$ cat config.mk
export PLATFORM = sky130hd
export DESIGN_NAME = cascaded_reload_timer_bank_flat
export DESIGN_NICKNAME = d
export VERILOG_FILES = /design/src/rtl/crb_pkg.sv /design/src/rtl/crb_req_if.sv /design/src/rtl/crb_rsp_if.sv /design/src/rtl/crb_timer.sv /design/src/rtl/cascaded_reload_timer_bank.sv /design/src/flat_wrapper.sv
export VERILOG_INCLUDE_DIRS = /design/src /design/src/rtl
export SDC_FILE = /design/constraint.sdc
export NUM_CORES = 1
export LEC_CHECK = 0
export ABC_AREA = 1
export BUFFER_PORTS_ARGS = -buffer_cell sky130_fd_sc_hd__buf_2
export CAP_MARGIN = 0
export CELL_PAD_IN_SITES_DETAIL_PLACEMENT = 0
export CELL_PAD_IN_SITES_GLOBAL_PLACEMENT = 1
export CORE_ASPECT_RATIO = 0.5
export CORE_MARGIN = 2
export CORE_UTILIZATION = 49
export DETAILED_ROUTE_END_ITERATION = 12
export PLACE_DENSITY_LB_ADDON = 0.25
export SYNTH_ARGS = -nofsm -noshare
export SYNTH_HDL_FRONTEND = slang
export SYNTH_HIERARCHICAL = 1
export SYNTH_SLANG_ARGS = --single-unit
$ cat constraint.sdc
create_clock -name clock -period 13.4 [get_ports clock]
set_input_delay 1.34 -clock clock [delete_from_list [all_inputs] [get_ports clock]]
set_output_delay 1.34 -clock clock [all_outputs]
set_load 0.01 [all_outputs]
$ cat src/rtl/cascaded_reload_timer_bank_assert.svh
// Assertion macros for the timer bank RTL.
// Included by each module that checks its own logic; no other dependencies.
`ifndef CASCADED_RELOAD_TIMER_BANK_ASSERT_SVH
`define CASCADED_RELOAD_TIMER_BANK_ASSERT_SVH
`ifndef SYNTHESIS
`define CRB_ASSERT(lbl, clk, rst, prop) \
   lbl: assert property (@(posedge clk) disable iff (rst) (prop)) \
      else $error("timer bank assertion failed");
`define CRB_ASSERT_NEXT(lbl, clk, rst, ante, cons) \
   lbl: assert property (@(posedge clk) disable iff (rst) (ante) |=> (cons)) \
      else $error("timer bank assertion failed");
`else
`define CRB_ASSERT(lbl, clk, rst, prop)
`define CRB_ASSERT_NEXT(lbl, clk, rst, ante, cons)
`endif
`endif

$ cat src/rtl/crb_pkg.sv
// Shared types, constants and the prescaler period table of the timer bank.
// No dependencies.
package crb_pkg;

   localparam int CNT_W  = 16;
   localparam int PSC_W  = 10;
   localparam int PER_W  = PSC_W + 1;
   localparam int IDX_W  = 2;
   localparam int TYPE_W = 2;
   localparam int IRQ_W  = 4;

   // Control word bit positions.
   localparam int CTL_PSC_LO  = 0;
   localparam int CTL_PSC_HI  = 1;
   localparam int CTL_CASCADE = 2;
   localparam int CTL_IRQ     = 6;
   localparam int CTL_ENABLE  = 7;

   typedef enum logic [TYPE_W-1:0] {
      REQ_TICK    = 2'd0,
      REQ_RELOAD  = 2'd1,
      REQ_CONTROL = 2'd2,
      REQ_READ    = 2'd3
   } crb_req_code_type;

   typedef enum logic [1:0] {
      PSC_DIV1    = 2'd0,
      PSC_DIV64   = 2'd1,
      PSC_DIV256  = 2'd2,
      PSC_DIV1024 = 2'd3
   } crb_psc_code_type;

   // Command broadcast to every timer for one accepted word.
   typedef struct packed {
      logic             tick;
      logic             wr_reload;
      logic             wr_ctrl;
      logic [CNT_W-1:0] data;
   } crb_cmd_type;

   typedef struct packed {
      logic [CNT_W-1:0] read_data;
      logic [IRQ_W-1:0] irq_pulse;
   } crb_rsp_type;

   function automatic logic [PER_W-1:0] period_of(input logic [1:0] sel);
      logic [PER_W-1:0] per;
      unique case (crb_psc_code_type'(sel))
         PSC_DIV1:    per = 11'd1;
         PSC_DIV64:   per = 11'd64;
         PSC_DIV256:  per = 11'd256;
         PSC_DIV1024: per = 11'd1024;
         default:     per = 11'd1024;
      endcase
      return per;
   endfunction

endpackage

$ cat src/rtl/crb_req_if.sv
// Request channel of the timer bank: valid/ready handshake and request word.
// Depends on crb_pkg for field widths.
interface crb_req_if;
   import crb_pkg::*;

   logic              valid;
   logic              ready;
   logic [TYPE_W-1:0] req_type;
   logic [IDX_W-1:0]  timer_index;
   logic [CNT_W-1:0]  write_data;

   modport source(output valid, output req_type, output timer_index, output write_data,
                  input ready);
   modport sink(input valid, input req_type, input timer_index, input write_data,
                output ready);
endinterface

$ cat src/rtl/crb_rsp_if.sv
// Response channel of the timer bank: valid/ready handshake and result word.
// Depends on crb_pkg for field widths.
interface crb_rsp_if;
   import crb_pkg::*;

   logic             valid;
   logic             ready;
   logic [CNT_W-1:0] read_data;
   logic [IRQ_W-1:0] irq_pulse;

   modport source(output valid, output read_data, output irq_pulse, input ready);
   modport sink(input valid, input read_data, input irq_pulse, output ready);
endinterface

$ cat src/rtl/crb_timer.sv
// One 16-bit reload timer with prescaler and cascade input.
// Depends on crb_pkg and the assertion macro header.
`include "cascaded_reload_timer_bank_assert.svh"

module crb_timer (
   input  logic                      clock,
   input  logic                      reset,
   input  crb_pkg::crb_cmd_type      cmd,
   input  logic                      sel,
   input  logic                      carry_in,
   output logic [crb_pkg::CNT_W-1:0] count,
   output logic                      carry_out,
   output logic                      irq
);
   import crb_pkg::*;

   logic [CNT_W-1:0] count_ff, count_in;
   logic [CNT_W-1:0] reload_ff, reload_in;
   logic [PSC_W-1:0] psc_ff, psc_in;
   logic [1:0]       psel_ff, psel_in;
   logic             cascade_ff, cascade_in;
   logic             irq_en_ff, irq_en_in;
   logic             on_ff, on_in;

   logic [PER_W-1:0] psc_next;
   logic             expire;
   logic             adv;
   logic             ovf;

   assign psc_next = {1'b0, psc_ff} + PER_W'(1);
   assign expire   = psc_next >= period_of(psel_ff);
   assign adv      = cmd.tick && on_ff && (cascade_ff ? carry_in : expire);
   assign ovf      = adv && (count_ff == {CNT_W{1'b1}});

   always_comb begin
      count_in   = count_ff;
      reload_in  = reload_ff;
      psc_in     = psc_ff;
      psel_in    = psel_ff;
      cascade_in = cascade_ff;
      irq_en_in  = irq_en_ff;
      on_in      = on_ff;

      if (cmd.tick && on_ff && !cascade_ff) begin
         psc_in = expire ? '0 : psc_next[PSC_W-1:0];
      end
      if (adv) begin
         count_in = ovf ? reload_ff : count_ff + CNT_W'(1);
      end
      if (sel && cmd.wr_reload) begin
         reload_in = cmd.data;
      end
      if (sel && cmd.wr_ctrl) begin
         psel_in    = cmd.data[CTL_PSC_HI:CTL_PSC_LO];
         cascade_in = cmd.data[CTL_CASCADE];
         irq_en_in  = cmd.data[CTL_IRQ];
         on_in      = cmd.data[CTL_ENABLE];
         // Turning the timer on restarts it from the reload value.
         if (!on_ff && cmd.data[CTL_ENABLE]) begin
            count_in = reload_ff;
            psc_in   = '0;
         end
      end
   end

   always_ff @(posedge clock) begin
      if (reset) begin
         count_ff   <= '0;
         reload_ff  <= '0;
         psc_ff     <= '0;
         psel_ff    <= '0;
         cascade_ff <= 1'b0;
         irq_en_ff  <= 1'b0;
         on_ff      <= 1'b0;
      end else begin
         count_ff   <= count_in;
         reload_ff  <= reload_in;
         psc_ff     <= psc_in;
         psel_ff    <= psel_in;
         cascade_ff <= cascade_in;
         irq_en_ff  <= irq_en_in;
         on_ff      <= on_in;
      end
   end

   assign count     = count_ff;
   assign carry_out = ovf;
   assign irq       = ovf && irq_en_ff;

   `CRB_ASSERT_NEXT(a_enable_loads, clock, reset,
      sel && cmd.wr_ctrl && !on_ff && cmd.data[CTL_ENABLE], count_ff == $past(reload_ff))
   `CRB_ASSERT_NEXT(a_ovf_reloads, clock, reset, ovf, count_ff == $past(reload_ff))
   `CRB_ASSERT_NEXT(a_off_holds, clock, reset, !on_ff && !(sel && cmd.wr_ctrl),
      $stable(count_ff) && $stable(psc_ff))

endmodule

$ cat src/rtl/cascaded_reload_timer_bank.sv
// Bank of NUM_TIMERS cascadable 16-bit reload timers. Each request word (tick,
// reload write, control write or count read) gives exactly one registered
// response word; a new request may enter every cycle while ready is high. The
// longest path is the overflow ripple from the lowest timer through all
// NUM_TIMERS counters within the tick. A two-word response buffer keeps the
// request side open while one response waits; ready falls only when both
// words are held. Only timers 0 to 3 are addressable and report interrupt
// bits.
`include "cascaded_reload_timer_bank_assert.svh"

module cascaded_reload_timer_bank #(
   parameter int NUM_TIMERS = 4
) (
   input logic clock,
   input logic reset,
   crb_req_if.sink   req_ch,
   crb_rsp_if.source rsp_ch
);
   import crb_pkg::*;

   logic             accept;
   crb_req_code_type code;
   crb_cmd_type      cmd;

   logic [NUM_TIMERS:0]   carry;
   logic [NUM_TIMERS-1:0] irq_all;
   logic [NUM_TIMERS-1:0] sel;
   logic [CNT_W-1:0]      counts [NUM_TIMERS];
   logic [NUM_TIMERS+IRQ_W-1:0] irq_pad;

   logic [CNT_W-1:0] rd;
   crb_rsp_type      rsp_new;

   crb_rsp_type out_ff, out_in, skid_ff, skid_in;
   logic        out_v_ff, out_v_in, skid_v_ff, skid_v_in;
   logic        rsp_fire;

   assign req_ch.ready = !skid_v_ff;
   assign accept       = req_ch.valid && req_ch.ready;
   assign code         = crb_req_code_type'(req_ch.req_type);

   always_comb begin
      cmd.tick      = 1'b0;
      cmd.wr_reload = 1'b0;
      cmd.wr_ctrl   = 1'b0;
      cmd.data      = req_ch.write_data;
      if (accept) begin
         unique case (code)
            REQ_TICK:    cmd.tick      = 1'b1;
            REQ_RELOAD:  cmd.wr_reload = 1'b1;
            REQ_CONTROL: cmd.wr_ctrl   = 1'b1;
            REQ_READ:    ;
            default:     ;
         endcase
      end
   end

   assign carry[0] = 1'b0;

   for (genvar i = 0; i < NUM_TIMERS; i++) begin : g_timer
      // Timers above the index range cannot be selected.
      if (i < IRQ_W) begin : g_addr
         assign sel[i] = (req_ch.timer_index == IDX_W'(i));
      end else begin : g_noaddr
         assign sel[i] = 1'b0;
      end

      crb_timer u_timer (
         .clock     (clock),
         .reset     (reset),
         .cmd       (cmd),
         .sel       (sel[i]),
         .carry_in  (carry[i]),
         .count     (counts[i]),
         .carry_out (carry[i+1]),
         .irq       (irq_all[i])
      );
   end

   assign irq_pad = {{IRQ_W{1'b0}}, irq_all};

   always_comb begin
      rd = '0;
      for (int i = 0; i < NUM_TIMERS; i++) begin
         if (sel[i]) begin
            rd = counts[i];
         end
      end
      rsp_new.read_data = (code == REQ_READ) ? rd : '0;
      rsp_new.irq_pulse = (code == REQ_TICK) ? irq_pad[IRQ_W-1:0] : '0;
   end

   // Two-word response buffer: the skid word only fills when the output
   // word is stalled at the moment a new request is taken.
   assign rsp_fire = out_v_ff && rsp_ch.ready;

   always_comb begin
      out_in    = out_ff;
      out_v_in  = out_v_ff;
      skid_in   = skid_ff;
      skid_v_in = skid_v_ff;
      if (skid_v_ff) begin
         if (rsp_fire) begin
            out_in    = skid_ff;
            skid_v_in = 1'b0;
         end
      end else if (accept) begin
         if (!out_v_ff || rsp_fire) begin
            out_in   = rsp_new;
            out_v_in = 1'b1;
         end else begin
            skid_in   = rsp_new;
            skid_v_in = 1'b1;
         end
      end else if (rsp_fire) begin
         out_v_in = 1'b0;
      end
   end

   always_ff @(posedge clock) begin
      if (reset) begin
         out_v_ff  <= 1'b0;
         skid_v_ff <= 1'b0;
      end else begin
         out_v_ff  <= out_v_in;
         skid_v_ff <= skid_v_in;
      end
      out_ff  <= out_in;
      skid_ff <= skid_in;
   end

   assign rsp_ch.valid     = out_v_ff;
   assign rsp_ch.read_data = out_ff.read_data;
   assign rsp_ch.irq_pulse = out_ff.irq_pulse;

   `CRB_ASSERT(a_skid_needs_out, clock, reset, !skid_v_ff || out_v_ff)
   `CRB_ASSERT_NEXT(a_stall_fills_skid, clock, reset,
      accept && out_v_ff && !rsp_ch.ready, skid_v_ff && out_v_ff)
   `CRB_ASSERT_NEXT(a_drain_empties, clock, reset,
      rsp_fire && !skid_v_ff && !accept, !out_v_ff)

endmodule
$ cat src/flat_wrapper.sv
// flat-port wrapper written by rule: the top's interface ports become plain ports
module cascaded_reload_timer_bank_flat import crb_pkg::*;
#(
   parameter int NUM_TIMERS = 4
)
  (clock, reset, req_ch_valid, req_ch_req_type, req_ch_timer_index, req_ch_write_data, req_ch_ready, rsp_ch_valid, rsp_ch_read_data, rsp_ch_irq_pulse, rsp_ch_ready);
  crb_req_if req_ch_i ();
  crb_rsp_if rsp_ch_i ();
  input logic clock;
  input logic reset;
  input wire logic [$bits(req_ch_i.valid)-1:0] req_ch_valid;
  input wire logic [$bits(req_ch_i.req_type)-1:0] req_ch_req_type;
  input wire logic [$bits(req_ch_i.timer_index)-1:0] req_ch_timer_index;
  input wire logic [$bits(req_ch_i.write_data)-1:0] req_ch_write_data;
  output wire logic [$bits(req_ch_i.ready)-1:0] req_ch_ready;
  output wire logic [$bits(rsp_ch_i.valid)-1:0] rsp_ch_valid;
  output wire logic [$bits(rsp_ch_i.read_data)-1:0] rsp_ch_read_data;
  output wire logic [$bits(rsp_ch_i.irq_pulse)-1:0] rsp_ch_irq_pulse;
  input wire logic [$bits(rsp_ch_i.ready)-1:0] rsp_ch_ready;
  assign req_ch_i.valid = req_ch_valid;
  assign req_ch_i.req_type = req_ch_req_type;
  assign req_ch_i.timer_index = req_ch_timer_index;
  assign req_ch_i.write_data = req_ch_write_data;
  assign req_ch_ready = req_ch_i.ready;
  assign rsp_ch_valid = rsp_ch_i.valid;
  assign rsp_ch_read_data = rsp_ch_i.read_data;
  assign rsp_ch_irq_pulse = rsp_ch_i.irq_pulse;
  assign rsp_ch_i.ready = rsp_ch_ready;
  cascaded_reload_timer_bank #(.NUM_TIMERS(NUM_TIMERS)) u_core (.clock(clock), .reset(reset), .req_ch(req_ch_i), .rsp_ch(rsp_ch_i));
endmodule
==> impl_metrics.env <==
export IMPL_worstSetupEndpointType="flip-flop"
export IMPL_initial_core_util_pct=50.21
export IMPL_p_per_area_nw_per_um2=99.86
export IMPL_maxSlewHeadroom_pct=24.44
export IMPL_htree_levels=1
export IMPL_dr_pass1_iters=5
export IMPL_crit_type="flip-flop to flip-flop"
export IMPL_timing_final_hold_violations=0
export IMPL_antenna_cells=0
export IMPL_overflow=0
export IMPL_min_path_type="flip-flop to flip-flop"
export IMPL_ant_nets=0
export IMPL_setup_tns_ns=0
export IMPL_min_period_over_period_pct=47.21
export IMPL_crit_fanout=33
export IMPL_core_um2=27870
export IMPL_crit_required_ns=13.81
export IMPL_cts_resized=0
export IMPL_first_global_vias=11780
export IMPL_setup_ws_ns=7.073
export IMPL_layout_commonest_cell="nand2_1"
export IMPL_wire_per_inst_um=16.65
export IMPL_final_cell_mix="nand2_1 (480), nor2_1 (372), inv_1 (192), o21ai_0 (192), dfxtp_1 (190)"
export IMPL_finalMaxSlewViolations=0
export IMPL_clk_pin_slew_ns=0.07
export IMPL_synth_area_um2=13990
export IMPL_grt_max_degree=38
export IMPL_vias=13270
export IMPL_drc=0
export IMPL_viasPerCell=5.332
export IMPL_max_freq_ghz=0.1581
export IMPL_fin_worst_skew_ns=0.02027
export IMPL_hpwl_mm=29.10
export IMPL_cts_sinks=230
export IMPL_whs_ns=0.4601
export IMPL_nets=2138
export IMPL_worstSkewPairLatency_ns=0.54
export IMPL_io_pins=46
export IMPL_postCtsSetupRepairBufs=0
export IMPL_ir_worst_vdd_v=0.00009009
export IMPL_cts_tree="yes"
export IMPL_maxCapViolations=0
export IMPL_synth_nets=2141
export IMPL_setup_violations=0
export IMPL_cts_hold_buf=0
export IMPL_drive_gt1_share_pct=9.540
export IMPL_layout_min_cycle_time_ns=6.327
export IMPL_die_area_um2=30010
export IMPL_p_leak_nw=6.370
export IMPL_cts_root_buf="clkbuf_16"
export IMPL_postLayoutCoreUtil_pct=54.01
export IMPL_rsz0062_at_grt="no"
export IMPL_port_buffers=45
export IMPL_fillCellCount=2932
export IMPL_syn_to_final_growth_pct=7.574
export IMPL_antenna_found_initial=2
export IMPL_avgSynthCellArea_um2=6.685
export IMPL_cts_path_max_buffers=3
export IMPL_globalplace_congestion=0.9613
export IMPL_status="complete, no violations"
export IMPL_die_x_um=243.0
export IMPL_syn_inst=2093
export IMPL_tightest_slew_ns=1.132
export IMPL_drt_initial_drc_count=1284
export IMPL_cts_inserted_buffers=23
export IMPL_drt_total_wl_mm=41.45
export IMPL_rows=43
export IMPL_pre_cts_slack_ns=7.029
export IMPL_start_kind="flip-flop"
export IMPL_cp_data_arrival_time_ns=6.74
export IMPL_ys_warn_count=6
export IMPL_grt_pass1_wl_mm=65.96
export IMPL_gr_usage_all_layers_pct=27.86
export IMPL_die_height_um=123.5
-- flip-flops by register name, summed over array words and instances, names as in the netlist --
name,count
u_core/g_timer.u_timer/count,64
u_core/g_timer.u_timer/reload_ff,64
u_core/g_timer.u_timer/psc_ff,40
u_core/skid_ff,20
u_core/rsp_ch.read_data,16
u_core/g_timer.u_timer/psel_ff,8
u_core/g_timer.u_timer/cascade_ff,4
u_core/g_timer.u_timer/irq_en_ff,4
u_core/g_timer.u_timer/on_ff,4
u_core/rsp_ch.irq_pulse,4
u_core/rsp_ch.valid,1
u_core/skid_v_ff,1
-- worst paths after layout --
path              cells after the start                                  end  slack (ns)                                 from
setup / recovery                     26           u_core/rsp_ch.irq_pulse[3]        7.07                     u_core/skid_v_ff
hold / removal                        2  u_core/g_timer[2].u_timer/irq_en_ff        0.46  u_core/g_timer[2].u_timer/irq_en_ff
setup reg to reg                     26           u_core/rsp_ch.irq_pulse[3]        7.07                     u_core/skid_v_ff
hold reg to reg                       2  u_core/g_timer[2].u_timer/irq_en_ff        0.46  u_core/g_timer[2].u_timer/irq_en_ff
-- critical path, stage by stage (launching register included) --
cell	delay, ns
dfxtp_1	0.66
inv_1	0.57
nand2_1	0.20
nor2_1	0.53
nand2_1	0.19
nor2_2	0.88
nand4_1	0.23
inv_1	0.12
nor2_1	0.06
nor2_2	0.08
buf_4	0.38
nand4_1	0.21
inv_1	0.10
nor2_1	0.05
nor2_2	0.08
buf_4	0.36
nand4_1	0.20
inv_1	0.12
nor2_1	0.06
nor2_2	0.07
buf_4	0.35
nand4_1	0.20
nor2_1	0.15
inv_1	0.05
nor2_1	0.13
nand2_1	0.06
nand2_1	0.07
-- per-stage QoR --
| stage | cells | area, um^2 | power (mW) |
|---|---|---|---|
| 3_5_place_dp | 2447 | 14310 | 0.8457 |
| 5_1_grt | 2489 | 15050 | 1.555 |
| 2_1_floorplan | 2093 | 13990 | 0.8058 |
| 4_1_cts | 2489 | 15050 | 1.515 |
| 3_3_place_gp | 2447 | 14310 | 0.8455 |
| 6_report | 2489 | 15050 | 1.503 |
-- layer usage --
layer  part of all wire [%]  track usage (%)
met1                     50            41.97
met4                    1.6            4.678
met2                     42            42.54
met5                      0                0
met3                    6.7            4.189
-- final cells by class --
type	count	area (um^2)	area share, %
timing repair buffer	54	292.8	1.945
tap	382	478.0	3.175
clock buffer	31	605.6	4.023
clock inverter	11	137.6	0.9144
multi-input combinational	1577	7762	51.57
sequential	230	5005	33.25
inverter	204	770.7	5.121
-- power by group --
part | switching (mW) | internal [mW] | total (mW) | leakage (nW)
sequential | 0.0110 | 0.717 | 0.728 | 1.92
clock | 0.294 | 0.377 | 0.671 | 0.357
combinational | 0.0739 | 0.0300 | 0.104 | 4.09
total | 0.379 | 1.12 | 1.50 | 6.37
No activity file was read; power rests on OpenSTA's default activity.
